[src/hw/rtl/jtpd_pkg.sv]
// Package with shared types, constants and register codes for the jagged locator.
package jtpd_pkg;

  localparam int DEF_MAX_LEVELS  = 5;
  localparam int DEF_TABLE_DEPTH = 4096;
  localparam int DEF_OFFSET_BITS = 32;

  localparam int NUM_SIZE_REGS = 5;
  localparam int SIZE_W        = 16;
  localparam int LCNT_W        = 3;
  localparam int APB_AW        = 5;
  localparam int APB_DW        = 32;

  localparam logic [2:0] REG_NUM_LEVELS   = 3'd0;
  localparam logic [2:0] REG_LEVEL_SIZE_0 = 3'd1;
  localparam logic [2:0] REG_LEVEL_SIZE_4 = 3'd5;

  localparam logic CMD_WRITE = 1'b0;
  localparam logic CMD_QUERY = 1'b1;

  typedef struct packed {
    logic        cmd;
    logic [2:0]  level;
    logic [11:0] entry_index;
    logic [31:0] entry_value;
    logic [11:0] outer_index;
    logic [31:0] flat_jagged_index;
  } req_t;

  typedef struct packed {
    logic [31:0] source_row;
    logic        is_padding;
    logic        range_error;
  } rsp_t;

  typedef struct packed {
    logic [LCNT_W-1:0]                   levels;
    logic [NUM_SIZE_REGS-1:0][SIZE_W-1:0] size;
  } cfg_t;

  typedef enum logic [2:0] {
    ST_IDLE,
    ST_DIV,
    ST_CHECK,
    ST_RD_END,
    ST_CMP,
    ST_FINISH
  } state_t;

endpackage

[src/hw/rtl/jtpd_regs.sv]
// APB configuration registers for level count and level sizes.
module jtpd_regs #(
  parameter int MAX_LEVELS = jtpd_pkg::DEF_MAX_LEVELS
) (
  input  logic                        clk,
  input  logic                        rst,
  input  logic                        psel,
  input  logic                        penable,
  input  logic                        pwrite,
  input  logic [jtpd_pkg::APB_AW-1:0] paddr,
  input  logic [jtpd_pkg::APB_DW-1:0] pwdata,
  output logic [jtpd_pkg::APB_DW-1:0] prdata,
  output logic                        pready,
  output jtpd_pkg::cfg_t              cfg
);
  import jtpd_pkg::*;

  logic [2:0]        num_levels;
  logic [SIZE_W-1:0] level_size [NUM_SIZE_REGS];
  logic [2:0]        reg_idx;
  logic              wr_en;

  assign pready  = 1'b1;
  assign reg_idx = paddr[4:2];
  assign wr_en   = psel && penable && pwrite;

  always_ff @(posedge clk) begin
    if (rst) begin
      num_levels <= 3'd1;
      for (int k = 0; k < NUM_SIZE_REGS; k++) begin
        level_size[k] <= SIZE_W'(1);
      end
    end else if (wr_en) begin
      if (reg_idx == REG_NUM_LEVELS) begin
        num_levels <= pwdata[2:0];
      end else if (reg_idx >= REG_LEVEL_SIZE_0 && reg_idx <= REG_LEVEL_SIZE_4) begin
        level_size[reg_idx - REG_LEVEL_SIZE_0] <= pwdata[SIZE_W-1:0];
      end
    end
  end

  always_comb begin
    prdata = '0;
    if (reg_idx == REG_NUM_LEVELS) begin
      prdata = APB_DW'(num_levels);
    end else if (reg_idx >= REG_LEVEL_SIZE_0 && reg_idx <= REG_LEVEL_SIZE_4) begin
      prdata = APB_DW'(level_size[reg_idx - REG_LEVEL_SIZE_0]);
    end
  end

  always_comb begin
    if (num_levels == 3'd0) begin
      cfg.levels = LCNT_W'(1);
    end else if (32'(num_levels) > 32'(MAX_LEVELS)) begin
      cfg.levels = LCNT_W'(MAX_LEVELS);
    end else begin
      cfg.levels = num_levels;
    end
    for (int k = 0; k < NUM_SIZE_REGS; k++) begin
      cfg.size[k] = (level_size[k] == '0) ? SIZE_W'(1) : level_size[k];
    end
  end

endmodule

[config.mk]
export PLATFORM = sky130hd
export DESIGN_NAME = jtpd_regs
export DESIGN_NICKNAME = d
export VERILOG_FILES = /design/src/hw/rtl/jtpd_pkg.sv /design/src/hw/rtl/jtpd_regs.sv
export SDC_FILE = /design/constraint.sdc
export NUM_CORES = 1
export LEC_CHECK = 0
export ABC_AREA = 1
export BUFFER_PORTS_ARGS = -buffer_cell sky130_fd_sc_hd__buf_2
export CORE_UTILIZATION = 45
export CTS_CLUSTER_SIZE = 24
export DETAILED_ROUTE_END_ITERATION = 8
export GPL_TIMING_DRIVEN = 0
export PLACE_DENSITY = 0.73
export SYNTH_ARGS = -nofsm -noshare
export SYNTH_HDL_FRONTEND = slang
export SYNTH_SLANG_ARGS = --single-unit
[constraint.sdc]
create_clock -name clk -period 5.4 [get_ports clk]
set_input_delay 0 -clock clk [delete_from_list [all_inputs] [get_ports clk]]
set_output_delay 0 -clock clk [all_outputs]
set_load 0.03 [all_outputs]
==> reports/metrics.csv <==
metric;value;unit
run status;finished with violations;
failing checks;design-rule violations;
most common cell after layout, fill and taps aside;nand2_1;
Final Cycle Share;0.517;
port bufs;122;
family with the most delay on the worst path;buffers and inverters;
Final nets;994;
CP max FO;11;
Cell Pwr Density;324;nW/µm²
Syn Inst Count;773;
Slew Viols, Final;0;
core area;14700;µm²
Via density;5.04;
Worst path slowest cell;nor2_1;
vias post-DR;5771;
post-synthesis async set-or-reset flop share;0;
crit path DAT;2.92;ns
Worst-Margin Slew;0.894;ns
CTS HTree Levels;4;
FF-to-FF setup slack;4.69;ns
unrepaired setup endpoints after global routing;false;
Syn Area/Cell;8.86;µm²
Layout area overhead;24.9;%
Worst-path clk slew;0.06;ns
IO Count;158;
final setup margin;2.61;ns
Final Critical Period;2.79;ns
Clock Tree Buf Depth;2;
vias in the first global route;5456;
Worst Setup End Kind;register;
hold_sp;penable;
RD Place Congestion;0.945;
Final Hold Vio Count;0;
#FFs+latches synth;131;
CTS buffer count;17;
Post-synth EDFFs;128;
worst clock skew;0;ns
Die X;125;µm
Reg2Reg Capture Point;num_levels[2]$_SDFFE_PP0P_;
Endpoint, Worst Hold;num_levels[2]$_SDFFE_PP0P_;
Worst VDD drop;0.237;mV
commonest cells after routing, fill and taps aside;nand2_1 (178), buf_2 (136), edfxtp_1 (128), nor2_1 (123), clkbuf_1 (81);
ratio of cells with drive above 1 in the final layout;0.246;
wire length per cell;17.2;µm
DR DRC count;7;
CP Launch Type;input pin;
CP Cell Sequence;buf_2, buf_4, clkinv_4, buf_4, buf_2, ha_1, inv_2, buf_2, nor2_2, buf_4, nand2_1, nor2_1, buf_8;
slowest stage delay, CP;0.59;ns
Initial Util;0.466;
Setup Slack @ Placement;2.27;ns
clock latency at the later pin of the worst-skew pair;0.42;ns
n_diodes;0;
DRT antenna net count;0;
DP Wirelength;14600;µm
Top FF cell, synth;edfxtp_1;
DRT Pass-1 Iters;9;
initial DRC count;497;
post-layout util;0.582;
die area;15700;µm²
Unique masters post-synth;30;
total chip power;0.00277;W
Worst slew margin;0.402;
WP data required;5.53;ns
setup violators final;0;
R2R Path Start;num_levels[2]$_SDFFE_PP0P_;
Static Leakage;3.78;nW
Max Cap Violations;0;
WP buf/inv;9;
Max Fclk;359;MHz
sequential-to-total area share from yosys stat;0.570;
mapped cell area;6850;µm²
synth warn;0;
antenna violations before repair;0;
Root Driver;clkbuf_16;
Post-CTS Resized;0;
Worst R2R Path Depth;2;
largest net degree at the start of global routing;17;
site row count;44;
critical path class;input pin to register;
hold depth;4;
first-pass GRT wire length;29800;µm
Sink Count;131;
DRT Wirelength;19700;µm
Tightest Hold Check Type;input pin to register;
layout filler cell count;1355;
total negative slack;0;ns
CTS tree;done;
hold_ws;0.0360;ns
remaining global-route overflow;0;
GRT Util Overall;0.260;
Die Span Y;125;µm
-- layout make-up --
class / instances / area [µm²] / area share
Sequential cell: 131 / 3900 / 0.456
Multi-Input combinational cell: 464 / 2130 / 0.249
Timing Repair Buffer: 142 / 826 / 0.0965
Buffer: 122 / 603 / 0.0705
Clock buffer: 19 / 433 / 0.0506
Inverter: 71 / 272 / 0.0317
Tap cell: 184 / 230 / 0.0269
Clock inverter: 13 / 158 / 0.0184
-- cells by family after synthesis --
group                      Yosys count  share of synthesized area
and+or+nand+nor                    385                      0.252
buffers and inverters              193                      0.128
DFF                                131                      0.570
AOI/OAI and AO/OA                   59                     0.0438
adders and majority gates            3                    0.00548
other                                2                    0.00110
-- flip-flops by register name, summed over array words and instances (netlist names) --
register    count
level_size    128
num_levels      3
-- worst max-delay path by stage --
stage | start | endpoint | slack [ns] | depth (start not counted)
final | paddr[2] | level_size[5][11]$_DFFE_PP_ | 2.61 | 13
after global routing | paddr[2] | level_size[5][11]$_DFFE_PP_ | 2.49 | 13
after CTS | paddr[2] | level_size[5][11]$_DFFE_PP_ | 2.68 | 13
after detailed placement | paddr[2] | level_size[5][10]$_DFFE_PP_ | 2.27 | 13
after global placement | paddr[2] | level_size[7][10]$_DFFE_PP_ | 1.75 | 11
after floorplan | paddr[2] | level_size[5][0]$_DFFE_PP_ | 2.77 | 11
-- worst reg2reg max path: cells and delay by family, from the launching register on --
kind | cells | cell delay [ns]
flops | 1 | 0.39
compound gates | 2 | 0.25
-- metrics by stage --
step,instance area (µm²),instances
2_1_floorplan,6910,788
3_3_place_gp,7750,1094
3_5_place_dp,7800,1097
4_1_cts,8560,1146
5_1_grt,8560,1146
6_report,8560,1146
-- synth_stat cells (all sizes together) (2+ instances only) --
cell type / n / area [µm²]
nor3: 3 / 26.3
a21oi: 4 / 20.0
nand3: 28 / 203
edfxtp: 128 / 3840
dfxtp: 3 / 60.1
ha: 3 / 37.5
inv: 70 / 263
buf: 43 / 307
nand2: 182 / 713
or2: 22 / 138
nor4: 6 / 37.5
o21ai: 53 / 265
nor2: 131 / 527
conb: 2 / 7.51
clkbuf: 79 / 297
nand4: 12 / 75.1
-- report_power, final --
group / switching [W] / total, W / leakage (nW) / internal (W)
Sequential: 0.0000293 / 0.00118 / 1.22 / 0.00115
Clock: 0.000432 / 0.00116 / 0.281 / 0.000724
Combinational: 0.000312 / 0.000437 / 2.28 / 0.000126
-- what timing repair did --
action / 4_1_cts / 5_1_grt
hold buffers: 17 / 0
endpoints found under the setup margin: 0 / 0
hold endpoints to repair: 51 / 0
buffers inserted: 0 / 0
-- layer usage --
layer,track usage,wire [µm],vias up
li1,-,-,2751
met1,0.345,8070,2690
met2,0.425,9520,307
met3,0.0625,1830,23
met4,0.0760,319,0
met5,0,0,-
(Power assumes the default switching activity.)
