===== config.mk =====
export PLATFORM = sky130hd
export DESIGN_NAME = jtpd_divider
export DESIGN_NICKNAME = d
export VERILOG_FILES = /design/src/hw/rtl/jtpd_pkg.sv /design/src/hw/rtl/jtpd_divider.sv
export SDC_FILE = /design/constraint.sdc
export NUM_CORES = 1
export LEC_CHECK = 0
export BUFFER_PORTS_ARGS = -buffer_cell sky130_fd_sc_hd__buf_2
export CAP_MARGIN = 40
export CORE_MARGIN = 3
export CORE_UTILIZATION = 53
export DETAILED_ROUTE_END_ITERATION = 8
export PLACE_DENSITY_LB_ADDON = 0.3
export SLEW_MARGIN = 30
export SYNTH_ARGS = -nofsm -noshare
export SYNTH_HDL_FRONTEND = slang
export SYNTH_SLANG_ARGS = --single-unit
export TNS_END_PERCENT = 10

===== constraint.sdc =====
create_clock -name clk -period 3.5 [get_ports clk]
set_clock_uncertainty 0.2 [all_clocks]
set_input_delay 0.7 -clock clk [delete_from_list [all_inputs] [get_ports clk]]
set_output_delay 0.7 -clock clk [all_outputs]
set_load 0.05 [all_outputs]

===== src/hw/rtl/jtpd_pkg.sv =====
// Package with shared types, constants and register codes for the jagged locator.
package jtpd_pkg;

  localparam int DEF_MAX_LEVELS  = 5;
  localparam int DEF_TABLE_DEPTH = 4096;
  localparam int DEF_OFFSET_BITS = 32;

  localparam int NUM_SIZE_REGS = 5;
  localparam int SIZE_W        = 16;
  localparam int LCNT_W        = 3;
  localparam int APB_AW        = 5;
  localparam int APB_DW        = 32;

  localparam logic [2:0] REG_NUM_LEVELS   = 3'd0;
  localparam logic [2:0] REG_LEVEL_SIZE_0 = 3'd1;
  localparam logic [2:0] REG_LEVEL_SIZE_4 = 3'd5;

  localparam logic CMD_WRITE = 1'b0;
  localparam logic CMD_QUERY = 1'b1;

  typedef struct packed {
    logic        cmd;
    logic [2:0]  level;
    logic [11:0] entry_index;
    logic [31:0] entry_value;
    logic [11:0] outer_index;
    logic [31:0] flat_jagged_index;
  } req_t;

  typedef struct packed {
    logic [31:0] source_row;
    logic        is_padding;
    logic        range_error;
  } rsp_t;

  typedef struct packed {
    logic [LCNT_W-1:0]                   levels;
    logic [NUM_SIZE_REGS-1:0][SIZE_W-1:0] size;
  } cfg_t;

  typedef enum logic [2:0] {
    ST_IDLE,
    ST_DIV,
    ST_CHECK,
    ST_RD_END,
    ST_CMP,
    ST_FINISH
  } state_t;

endpackage


===== src/hw/rtl/jtpd_divider.sv =====
// Restoring radix-2 divider of a 32-bit index by a 16-bit level size.
module jtpd_divider (
  input  logic                        clk,
  input  logic                        rst,
  input  logic                        start,
  input  logic [31:0]                 dividend,
  input  logic [jtpd_pkg::SIZE_W-1:0] divisor,
  output logic                        done,
  output logic [31:0]                 quotient,
  output logic [jtpd_pkg::SIZE_W-1:0] remainder
);
  import jtpd_pkg::*;

  logic              busy;
  logic [4:0]        cnt;
  logic [31:0]       quo;
  logic [SIZE_W-1:0] rem;
  logic [SIZE_W-1:0] dvsr;
  logic [SIZE_W:0]   shifted;
  logic [SIZE_W:0]   trial;
  logic              fits;

  assign shifted = {rem, quo[31]};
  assign trial   = shifted - {1'b0, dvsr};
  assign fits    = shifted >= {1'b0, dvsr};

  always_ff @(posedge clk) begin
    if (rst) begin
      busy <= 1'b0;
      done <= 1'b0;
      cnt  <= '0;
    end else begin
      done <= 1'b0;
      if (start) begin
        busy <= 1'b1;
        cnt  <= '0;
      end else if (busy) begin
        cnt <= cnt + 5'd1;
        if (cnt == 5'd31) begin
          busy <= 1'b0;
          done <= 1'b1;
        end
      end
    end
  end

  always_ff @(posedge clk) begin
    if (start) begin
      quo  <= dividend;
      rem  <= '0;
      dvsr <= divisor;
    end else if (busy) begin
      quo <= {quo[30:0], fits};
      rem <= fits ? trial[SIZE_W-1:0] : shifted[SIZE_W-1:0];
    end
  end

  assign quotient  = quo;
  assign remainder = rem;

endmodule


==> flow_metrics.env, run 1 <==
export IMPL_outcome="finished clean"
export IMPL_post_cts_buffers=0
export IMPL_max_clock_freq_mhz=325
export IMPL_ff_latch_area_um2=1900
export IMPL_relSlewSlack=0.507
export IMPL_finalHoldViolations=0
export IMPL_synth_area_leader_cell="edfxtp_1"
export IMPL_ir_drop_mv=0.338
export IMPL_slowest_stage="nor2_2"
export IMPL_finalPower_mw=2.46
export IMPL_vias_per_cell=5.45
export IMPL_yosysUniqueCellTypes=54
export IMPL_synth_seq_cells=71
export IMPL_grt_max_degree=36
export IMPL_first_pass_iters=4
export IMPL_overflow=0
export IMPL_wl_met1_mm=3.67
export IMPL_drv_slew=0
export IMPL_p_leak_nw=1.94
export IMPL_ctsRootBufferMaster="clkbuf_8"
export IMPL_die_h_um=90.4
export IMPL_grt_pass1_wl_mm=14.4
export IMPL_post_drt_wl_per_cell_um=15.3
export IMPL_clk_pin_slew_ns=0.08
export IMPL_fin_util=0.669
export IMPL_die_area_um2=8170
export IMPL_wl_met2_mm=3.87
export IMPL_p_per_area_nw_per_um2=539
export IMPL_antenna_found_initial=0
export IMPL_cts_buffers=9
export IMPL_regToRegStartpoint="dvsr[6]"
export IMPL_rsz0062_at_grt="no"
export IMPL_holdCritStartpoint="cnt[3]"
export IMPL_n_fill_cell=553
export IMPL_ant_nets=0
export IMPL_die_x_um=90.4
export IMPL_netlist_area_um2=3770
export IMPL_syn_area_per_cell_um2=11.0
export IMPL_cpPeakStageDelay_ns=0.51
export IMPL_synth_area_top_cells="edfxtp_1 38%, dfxtp_1 12%, mux2_2 10%, ha_1 6.0%, nor2_1 3.2%"
export IMPL_floorplan_initialDensity=0.552
export IMPL_coreArea_um2=6830
export IMPL_holdBufCountCts=0
export IMPL_fin_nets=511
export IMPL_path_cells="inv_1 > ha_1 > a21oi_1 > nand2_1 > o21ai_1 > a2111oi_4 > nor2_2 > mux2_2 > a211oi_1"
export IMPL_yosysWarnings=0
export IMPL_final_cell_mix="99 x buf_2, 48 x edfxtp_1, 34 x mux2_2"
export IMPL_crit_start="dvsr[6]"
export IMPL_min_period_ns=3.08
export IMPL_ys_flop_type="edfxtp_1"
export IMPL_vias=2954
export IMPL_place_hpwl_mm=5.99
export IMPL_synthToLayoutAreaGrowth_pct=21.1
export IMPL_syn_num_nets=413
export IMPL_htreeDepth=3
export IMPL_drt_total_wl_mm=8.31
export IMPL_async_reset_ff_frac=0
export IMPL_highest_layer="met4"
export IMPL_post_route_period_util=0.879
export IMPL_cp_required_ns=3.56
export IMPL_crit_type="reg -> reg"
export IMPL_routed_wl_met3_um=549
export IMPL_synth_top_area_share=0.382
export IMPL_synth_edf_count=48
export IMPL_cts_tree="built"
export IMPL_grtUsageTotal=0.216
export IMPL_fin_tns_setup_ns=0
export IMPL_clock_latency_ns=0.35
export IMPL_critPathMaxFanout=14
export IMPL_cts_sinks=71
export IMPL_top_level_ports=100
export IMPL_arrival_ns=3.14
export IMPL_cp_end_kind="flip-flop"
export IMPL_clockBufferDepth=2
export IMPL_drcViolationCount=0
export IMPL_num_antenna_cells=0
export IMPL_io_buffers=99
export IMPL_grt_pass1_vias=3077
export IMPL_synth_yosys_seq_area_share=0.504
export IMPL_min_path_type="reg -> reg"
export IMPL_drive_gt1_frac=0.359
export IMPL_gp_congestion=0.934
export IMPL_drv_cap=0
export IMPL_worst_slew_pin_slew_ns=0.738
export IMPL_multi_input_area_um2=1700
export IMPL_drtIter0Drc=135
export IMPL_crit_path_start_kind="flip-flop"
export IMPL_synth_cells=343
export IMPL_setup_viol=0
export IMPL_cts_resized=0
export IMPL_layout_commonest_cell="buf_2"
export IMPL_rows=30
[cell families (layout without fill, tap and decap cells)]
| family | count (synthesis) | in the layout | share of synthesized area |
|---|---|---|---|
| xor+xnor | 11 | 11 | 0.0255 |
| fa+ha+maj | 19 | 19 | 0.0650 |
| buf+inv | 41 | 144 | 0.0454 |
| mux | 36 | 36 | 0.107 |
| compound gates | 66 | 66 | 0.124 |
| simple gates | 99 | 99 | 0.129 |
| flops | 71 | 71 | 0.504 |
[worst max-delay path, delay by kind of cell, from the launching register on]
kind	cells	cell delay, ns
adder cells (fa/ha/maj)	1	0.35
AO/OA/AOI/OAI	4	1.04
multiplexers	1	0.41
buffers and inverters	1	0.04
flip-flops	1	0.34
AND/OR/NAND/NOR	2	0.61
[metrics by stage]
step / setup WS (ns) / instances / hold WS [ns] / area, um^2
CTS: 0.462 / 542 / 0.307 / 4570
finish: 0.423 / 542 / 0.314 / 4570
detailed placement: 0.481 / 526 / 0.302 / 4350
floorplan: 0.491 / 343 / 0.267 / 3770
global route: 0.263 / 542 / 0.307 / 4570
global placement: 0.676 / 526 / 0.282 / 4350
[power breakdown]
| part | internal, mW | switching, mW |
|---|---|---|
| clock | 0.400 | 0.322 |
| sequential | 0.984 | 0.0503 |
| combinational | 0.235 | 0.470 |
| total | 1.62 | 0.842 |
[final timing paths]
check | end | slack (ns) | cells past startpoint
max reg2reg | remainder[0] | 0.42 | 9
max | remainder[0] | 0.42 | 9
min reg2reg | cnt[3] | 0.31 | 2
min | cnt[3] | 0.31 | 2
[layer usage]
metal | up-vias | global-route usage
met4 | 0 | 0.0893
met5 | - | 0
met3 | 19 | 0.0550
li1 | 1452 | -
met2 | 96 | 0.350
met1 | 1387 | 0.276
[synthesized netlist by cell type (2+ instances only)]
library cell  instances
a211oi_1              4
a21o_1                3
a21oi_1              18
a311oi_1             11
and3_1                2
buf_1                 2
buf_2                 2
buf_6                 2
clkbuf_1             10
dfxtp_1              23
edfxtp_1             48
ha_1                 18
inv_1                25
mux2_2               34
mux2i_1               2
nand2_1              25
nand2b_1              6
nand3_1               5
nand4_1               4
nand4b_1              2
nor2_1               32
nor2b_1               3
nor3_1                4
o211ai_1              2
o21a_1                4
o21ai_0               8
o221ai_1              2
o22ai_1               2
o311ai_0              2
or2_2                 3
or3_1                 2
or3b_2                2
xnor2_1               8
xor2_1                3
[layout make-up]
type                       count  share of cell area
multi-input combinational    231               0.372
tap                           96              0.0263
inverter                      25              0.0205
sequential                    71               0.416
clock inverter                 6              0.0189
clock buffer                  10              0.0279
timing repair buffer         103               0.118
[sequential cells by signal, summed over array words and instances (netlist names)]
register and cells:
done 1, remainder 16, quotient 32, cnt 5, dvsr 16, busy 1
(Power assumes the default switching activity.)
==> run 2, diff against run 1 <==
--- a/config.mk
+++ b/config.mk
@@ -11,6 +11,7 @@
 export CORE_UTILIZATION = 53
 export DETAILED_ROUTE_END_ITERATION = 8
 export PLACE_DENSITY_LB_ADDON = 0.3
+export RECOVER_POWER = 50
 export SLEW_MARGIN = 30
 export SYNTH_ARGS = -nofsm -noshare
 export SYNTH_HDL_FRONTEND = slang
==> flow_metrics.env, run 2 (synthesis results as in run 1) <==
export IMPL_clock_latency_ns=0.35
export IMPL_grt_pass1_wl_mm=14.4
export IMPL_r2r_cells=9
export IMPL_drt_total_wl_mm=8.30
export IMPL_drv_cap=0
export IMPL_crit_start="dvsr[6]"
export IMPL_top_level_ports=100
export IMPL_die_x_um=90.4
export IMPL_hold_depth=2
export IMPL_cts_tree="built"
export IMPL_critPathMaxFanout=14
export IMPL_gp_congestion=0.934
export IMPL_fin_tns_setup_ns=0
export IMPL_rows=30
export IMPL_path_cells="inv_1 > ha_1 > a21oi_1 > nand2_1 > o21ai_1 > a2111oi_4 > nor2_2 > mux2_2 > a211oi_1"
export IMPL_grtUsageTotal=0.216
export IMPL_crit_type="reg -> reg"
export IMPL_grt_pass1_vias=3077
export IMPL_p_leak_nw=1.80
export IMPL_largest_register_ffs=32
export IMPL_arrival_ns=3.14
export IMPL_die_area_um2=8170
export IMPL_cts_buffers=9
export IMPL_first_pass_iters=4
export IMPL_cts_sinks=71
export IMPL_htreeDepth=3
export IMPL_cpPeakStageDelay_ns=0.51
export IMPL_p_per_area_nw_per_um2=544
export IMPL_drcViolationCount=0
export IMPL_rsz0062_at_grt="no"
export IMPL_max_clock_freq_mhz=324
export IMPL_overflow=0
export IMPL_min_period_ns=3.09
export IMPL_reg2reg_slack_ns=0.41
export IMPL_post_cts_buffers=0
export IMPL_num_antenna_cells=0
export IMPL_worst_slack_ns=0.414
export IMPL_io_buffers=99
export IMPL_finalHoldViolations=0
export IMPL_final_cells=542
export IMPL_post_drt_wl_per_cell_um=15.3
export IMPL_clk_pin_slew_ns=0.08
export IMPL_cp_required_ns=3.55
export IMPL_hold_end="cnt[3]"
export IMPL_crit_path_start_kind="flip-flop"
export IMPL_holdBufCountCts=0
export IMPL_coreArea_um2=6830
export IMPL_ir_drop_mv=0.333
export IMPL_drive_gt1_frac=0.262
export IMPL_post_route_period_util=0.882
export IMPL_antenna_found_initial=0
export IMPL_vias=2937
export IMPL_holdCritStartpoint="cnt[3]"
export IMPL_layout_commonest_cell="buf_2"
export IMPL_synthToLayoutAreaGrowth_pct=19.2
export IMPL_place_hpwl_mm=5.99
export IMPL_drv_slew=0
export IMPL_clockBufferDepth=2
export IMPL_die_h_um=90.4
export IMPL_slowest_stage="nor2_2"
export IMPL_outcome="finished clean"
export IMPL_worst_slew_pin_slew_ns=1.31
export IMPL_min_path_type="reg -> reg"
export IMPL_fin_nets=511
export IMPL_cp_end_kind="flip-flop"
export IMPL_ctsRootBufferMaster="clkbuf_8"
export IMPL_ant_nets=0
export IMPL_r2r_end="remainder[0]"
export IMPL_final_cell_mix="57 x buf_2, 48 x edfxtp_1, 44 x clkbuf_1"
export IMPL_setup_viol=0
export IMPL_regToRegStartpoint="dvsr[6]"
export IMPL_fin_util=0.658
export IMPL_floorplan_initialDensity=0.552
export IMPL_relSlewSlack=0.125
export IMPL_grt_max_degree=36
export IMPL_post_place_ws_ns=0.481
export IMPL_drtIter0Drc=137
export IMPL_cts_resized=0
export IMPL_dp_cells=526
export IMPL_whs_ns=0.314
export IMPL_vias_per_cell=5.42
==> run 2: through the flow <==
step                area, um^2  power (mW)
floorplan                 3770        1.59
global route              4500        2.57
finish                    4500        2.45
CTS                       4570        2.47
detailed placement        4350        1.75
global placement          4350        1.74
==> run 2: how the worst max path moves through the flow <==
stage / to / slack (ns)
2_1_floorplan: quotient[0] / 0.49
5_1_grt: remainder[0] / 0.25
3_5_place_dp: remainder[0] / 0.48
3_3_place_gp: remainder[0] / 0.68
6_report: remainder[0] / 0.41
4_1_cts: remainder[0] / 0.46
==> run 2: routing by layer <==
| layer | wire length [um] | global-route usage | vias to the layer above |
|---|---|---|---|
| met5 | 0 | 0 | - |
| met4 | 224 | 0.0893 | 0 |
| met3 | 587 | 0.0550 | 19 |
| met2 | 3860 | 0.350 | 106 |
| met1 | 3620 | 0.276 | 1363 |
| li1 | - | - | 1449 |
==> run 2: area by class of cell <==
class | instances | area, um^2
fillers | 576 | 2330
well taps | 96 | 120
repair buffers | 103 | 467
clock buffers | 10 | 128
multi-input cells | 231 | 1700
inverters | 25 | 93.8
flip-flops and latches | 71 | 1900
clock inverters | 6 | 86.3
==> run 2: where the power goes <==
group	internal, mW	total (mW)	switching, mW	leakage, nW
registers	0.984	1.04	0.0516	0.667
logic	0.219	0.688	0.469	1.03
clock network	0.400	0.723	0.323	0.106
total	1.60	2.45	0.843	1.80
==> run 2: worst max-delay path: cells and delay by family, from the launching register on <==
family	cells	cell delay, ns
AOI/OAI and AO/OA	4	1.04
adders and majority gates	1	0.35
buffers and inverters	1	0.04
DFF	1	0.34
muxes	1	0.41
and+or+nand+nor	2	0.60
==> run 3, diff against run 2 <==
--- a/config.mk
+++ b/config.mk
@@ -7,8 +7,10 @@
 export LEC_CHECK = 0
 export BUFFER_PORTS_ARGS = -buffer_cell sky130_fd_sc_hd__buf_2
 export CAP_MARGIN = 40
+export CELL_PAD_IN_SITES_DETAIL_PLACEMENT = 0
+export CELL_PAD_IN_SITES_GLOBAL_PLACEMENT = 1
 export CORE_MARGIN = 3
-export CORE_UTILIZATION = 53
+export CORE_UTILIZATION = 41
 export DETAILED_ROUTE_END_ITERATION = 8
 export PLACE_DENSITY_LB_ADDON = 0.3
 export RECOVER_POWER = 50
==> flow_metrics.env, run 3 (synthesis results as in run 1) <==
export IMPL_synthToLayoutAreaGrowth_pct=21.4
export IMPL_setup_viol=0
export IMPL_vias=2871
export IMPL_drcViolationCount=0
export IMPL_fin_nets=512
export IMPL_crit_type="reg -> reg"
export IMPL_cp_end_kind="flip-flop"
export IMPL_worst_slew_pin_slew_ns=1.21
export IMPL_post_drt_wl_per_cell_um=15.3
export IMPL_io_buffers=99
export IMPL_slowest_stage="nor2_2"
export IMPL_holdBufCountCts=0
export IMPL_grt_pass1_wl_mm=13.5
export IMPL_num_antenna_cells=0
export IMPL_swShare=0.325
export IMPL_cts_sinks=71
export IMPL_min_period_ns=3.02
export IMPL_drive_gt1_frac=0.280
export IMPL_crit_buf_inv=0
export IMPL_vias_per_cell=5.17
export IMPL_clockBufferDepth=2
export IMPL_switching_power_mw=0.845
export IMPL_layout_commonest_cell="buf_2"
export IMPL_ir_drop_mv=0.259
export IMPL_relSlewSlack=0.195
export IMPL_floorplan_initialDensity=0.426
export IMPL_die_x_um=102
export IMPL_drtIter0Drc=93
export IMPL_die_area_um2=10400
export IMPL_die_h_um=102
export IMPL_crit_path_start_kind="flip-flop"
export IMPL_clock_latency_ns=0.34
export IMPL_path_cells="ha_1 > a21oi_1 > nand2_1 > o21ai_1 > a2111oi_4 > nor2_2 > mux2_2 > a211oi_1"
export IMPL_place_hpwl_mm=6.18
export IMPL_antenna_found_initial=0
export IMPL_overflow=0
export IMPL_cpPeakStageDelay_ns=0.51
export IMPL_drv_cap=0
export IMPL_p_per_area_nw_per_um2=567
export IMPL_cts_buffers=9
export IMPL_ctsRootBufferMaster="clkbuf_8"
export IMPL_final_cell_mix="63 x buf_2, 48 x edfxtp_1, 37 x clkbuf_1"
export IMPL_finalHoldViolations=0
export IMPL_arrival_ns=3.07
export IMPL_p_leak_nw=1.85
export IMPL_internal_power_mw=1.75
export IMPL_largest_register_ffs=32
export IMPL_post_place_ws_ns=0.493
export IMPL_post_route_period_util=0.864
export IMPL_cts_tree="built"
export IMPL_grt_max_degree=36
export IMPL_crit_family="compound AO/OA/AOI/OAI gates"
export IMPL_coreArea_um2=8850
export IMPL_max_clock_freq_mhz=331
export IMPL_ant_nets=0
export IMPL_top_level_ports=100
export IMPL_pwr_share_seq=0.397
export IMPL_grt_pass1_vias=2639
export IMPL_worst_slack_ns=0.475
export IMPL_rsz0062_at_grt="no"
export IMPL_finalPower_mw=2.60
export IMPL_gp_congestion=0.844
export IMPL_htreeDepth=3
export IMPL_drv_slew=0
export IMPL_rows=34
export IMPL_fin_tns_setup_ns=0
export IMPL_post_cts_buffers=0
export IMPL_whs_ns=0.312
export IMPL_outcome="finished clean"
export IMPL_grtUsageTotal=0.167
export IMPL_drt_total_wl_mm=8.47
export IMPL_critPathMaxFanout=14
export IMPL_first_pass_iters=4
export IMPL_p_clk_frac=0.337
export IMPL_clk_pin_slew_ns=0.08
export IMPL_cp_required_ns=3.54
export IMPL_cts_resized=0
export IMPL_p_comb_frac=0.265
export IMPL_min_path_type="reg -> reg"
==> run 3: cell count changes in the layout (fill, tap and decap cells not counted), moves of 2 or more <==
cell       before  now
clkinv_2        2    0
clkbuf_1       44   37
bufinv_16       2    4
buf_2          57   63
==> run 3: final timing paths <==
kind | depth (start not counted) | end | startpoint | slack [ns]
hold reg to reg | 2 | remainder[4] | remainder[3] | 0.31
setup reg to reg | 8 | remainder[0] | remainder[5] | 0.48
setup / recovery | 8 | remainder[0] | remainder[5] | 0.48
hold / removal | 2 | remainder[4] | remainder[3] | 0.31
==> run 3: cell type report <==
| class | count | area, um^2 |
|---|---|---|
| Sequential cell | 71 | 1900 |
| Multi-Input combinational cell | 231 | 1700 |
| Tap cell | 108 | 135 |
| Clock inverter | 7 | 144 |
| Fill cell | 837 | 4270 |
| Clock buffer | 9 | 124 |
| Inverter | 25 | 93.8 |
| Timing Repair Buffer | 104 | 482 |
==> run 3: tightest hold or removal path, cell delays in order (launching register included) <==
cell,delay (ns)
dfxtp_1,0.34
nand2_1,0.06
a311oi_1,0.07
==> run 3: through the flow <==
stage / instances / utilization / instance area [um^2]
floorplan: 343 / - / 3770
global placement: 539 / 0.493 / 4360
detailed placement: 539 / 0.493 / 4360
CTS: 555 / 0.523 / 4630
global route: 555 / 0.518 / 4580
finish: 555 / 0.518 / 4580
==> run 3: routing by layer <==
| layer | part of all wire | GRT usage |
|---|---|---|
| met3 | 0.048 | 0.0396 |
| met5 | 0 | 0 |
| met4 | 0.013 | 0.0575 |
| met1 | 0.45 | 0.221 |
| met2 | 0.49 | 0.269 |
==> run 3: power groups by stage <==
stage / combinational, mW / sequential (mW) / clock [mW]
floorplan: 0.343 / 1.25 / 0
global placement: 0.701 / 1.05 / 0
detailed placement: 0.703 / 1.05 / 0
CTS: 0.707 / 1.03 / 0.901
global route: 0.752 / 1.04 / 0.931
finish: 0.689 / 1.03 / 0.877
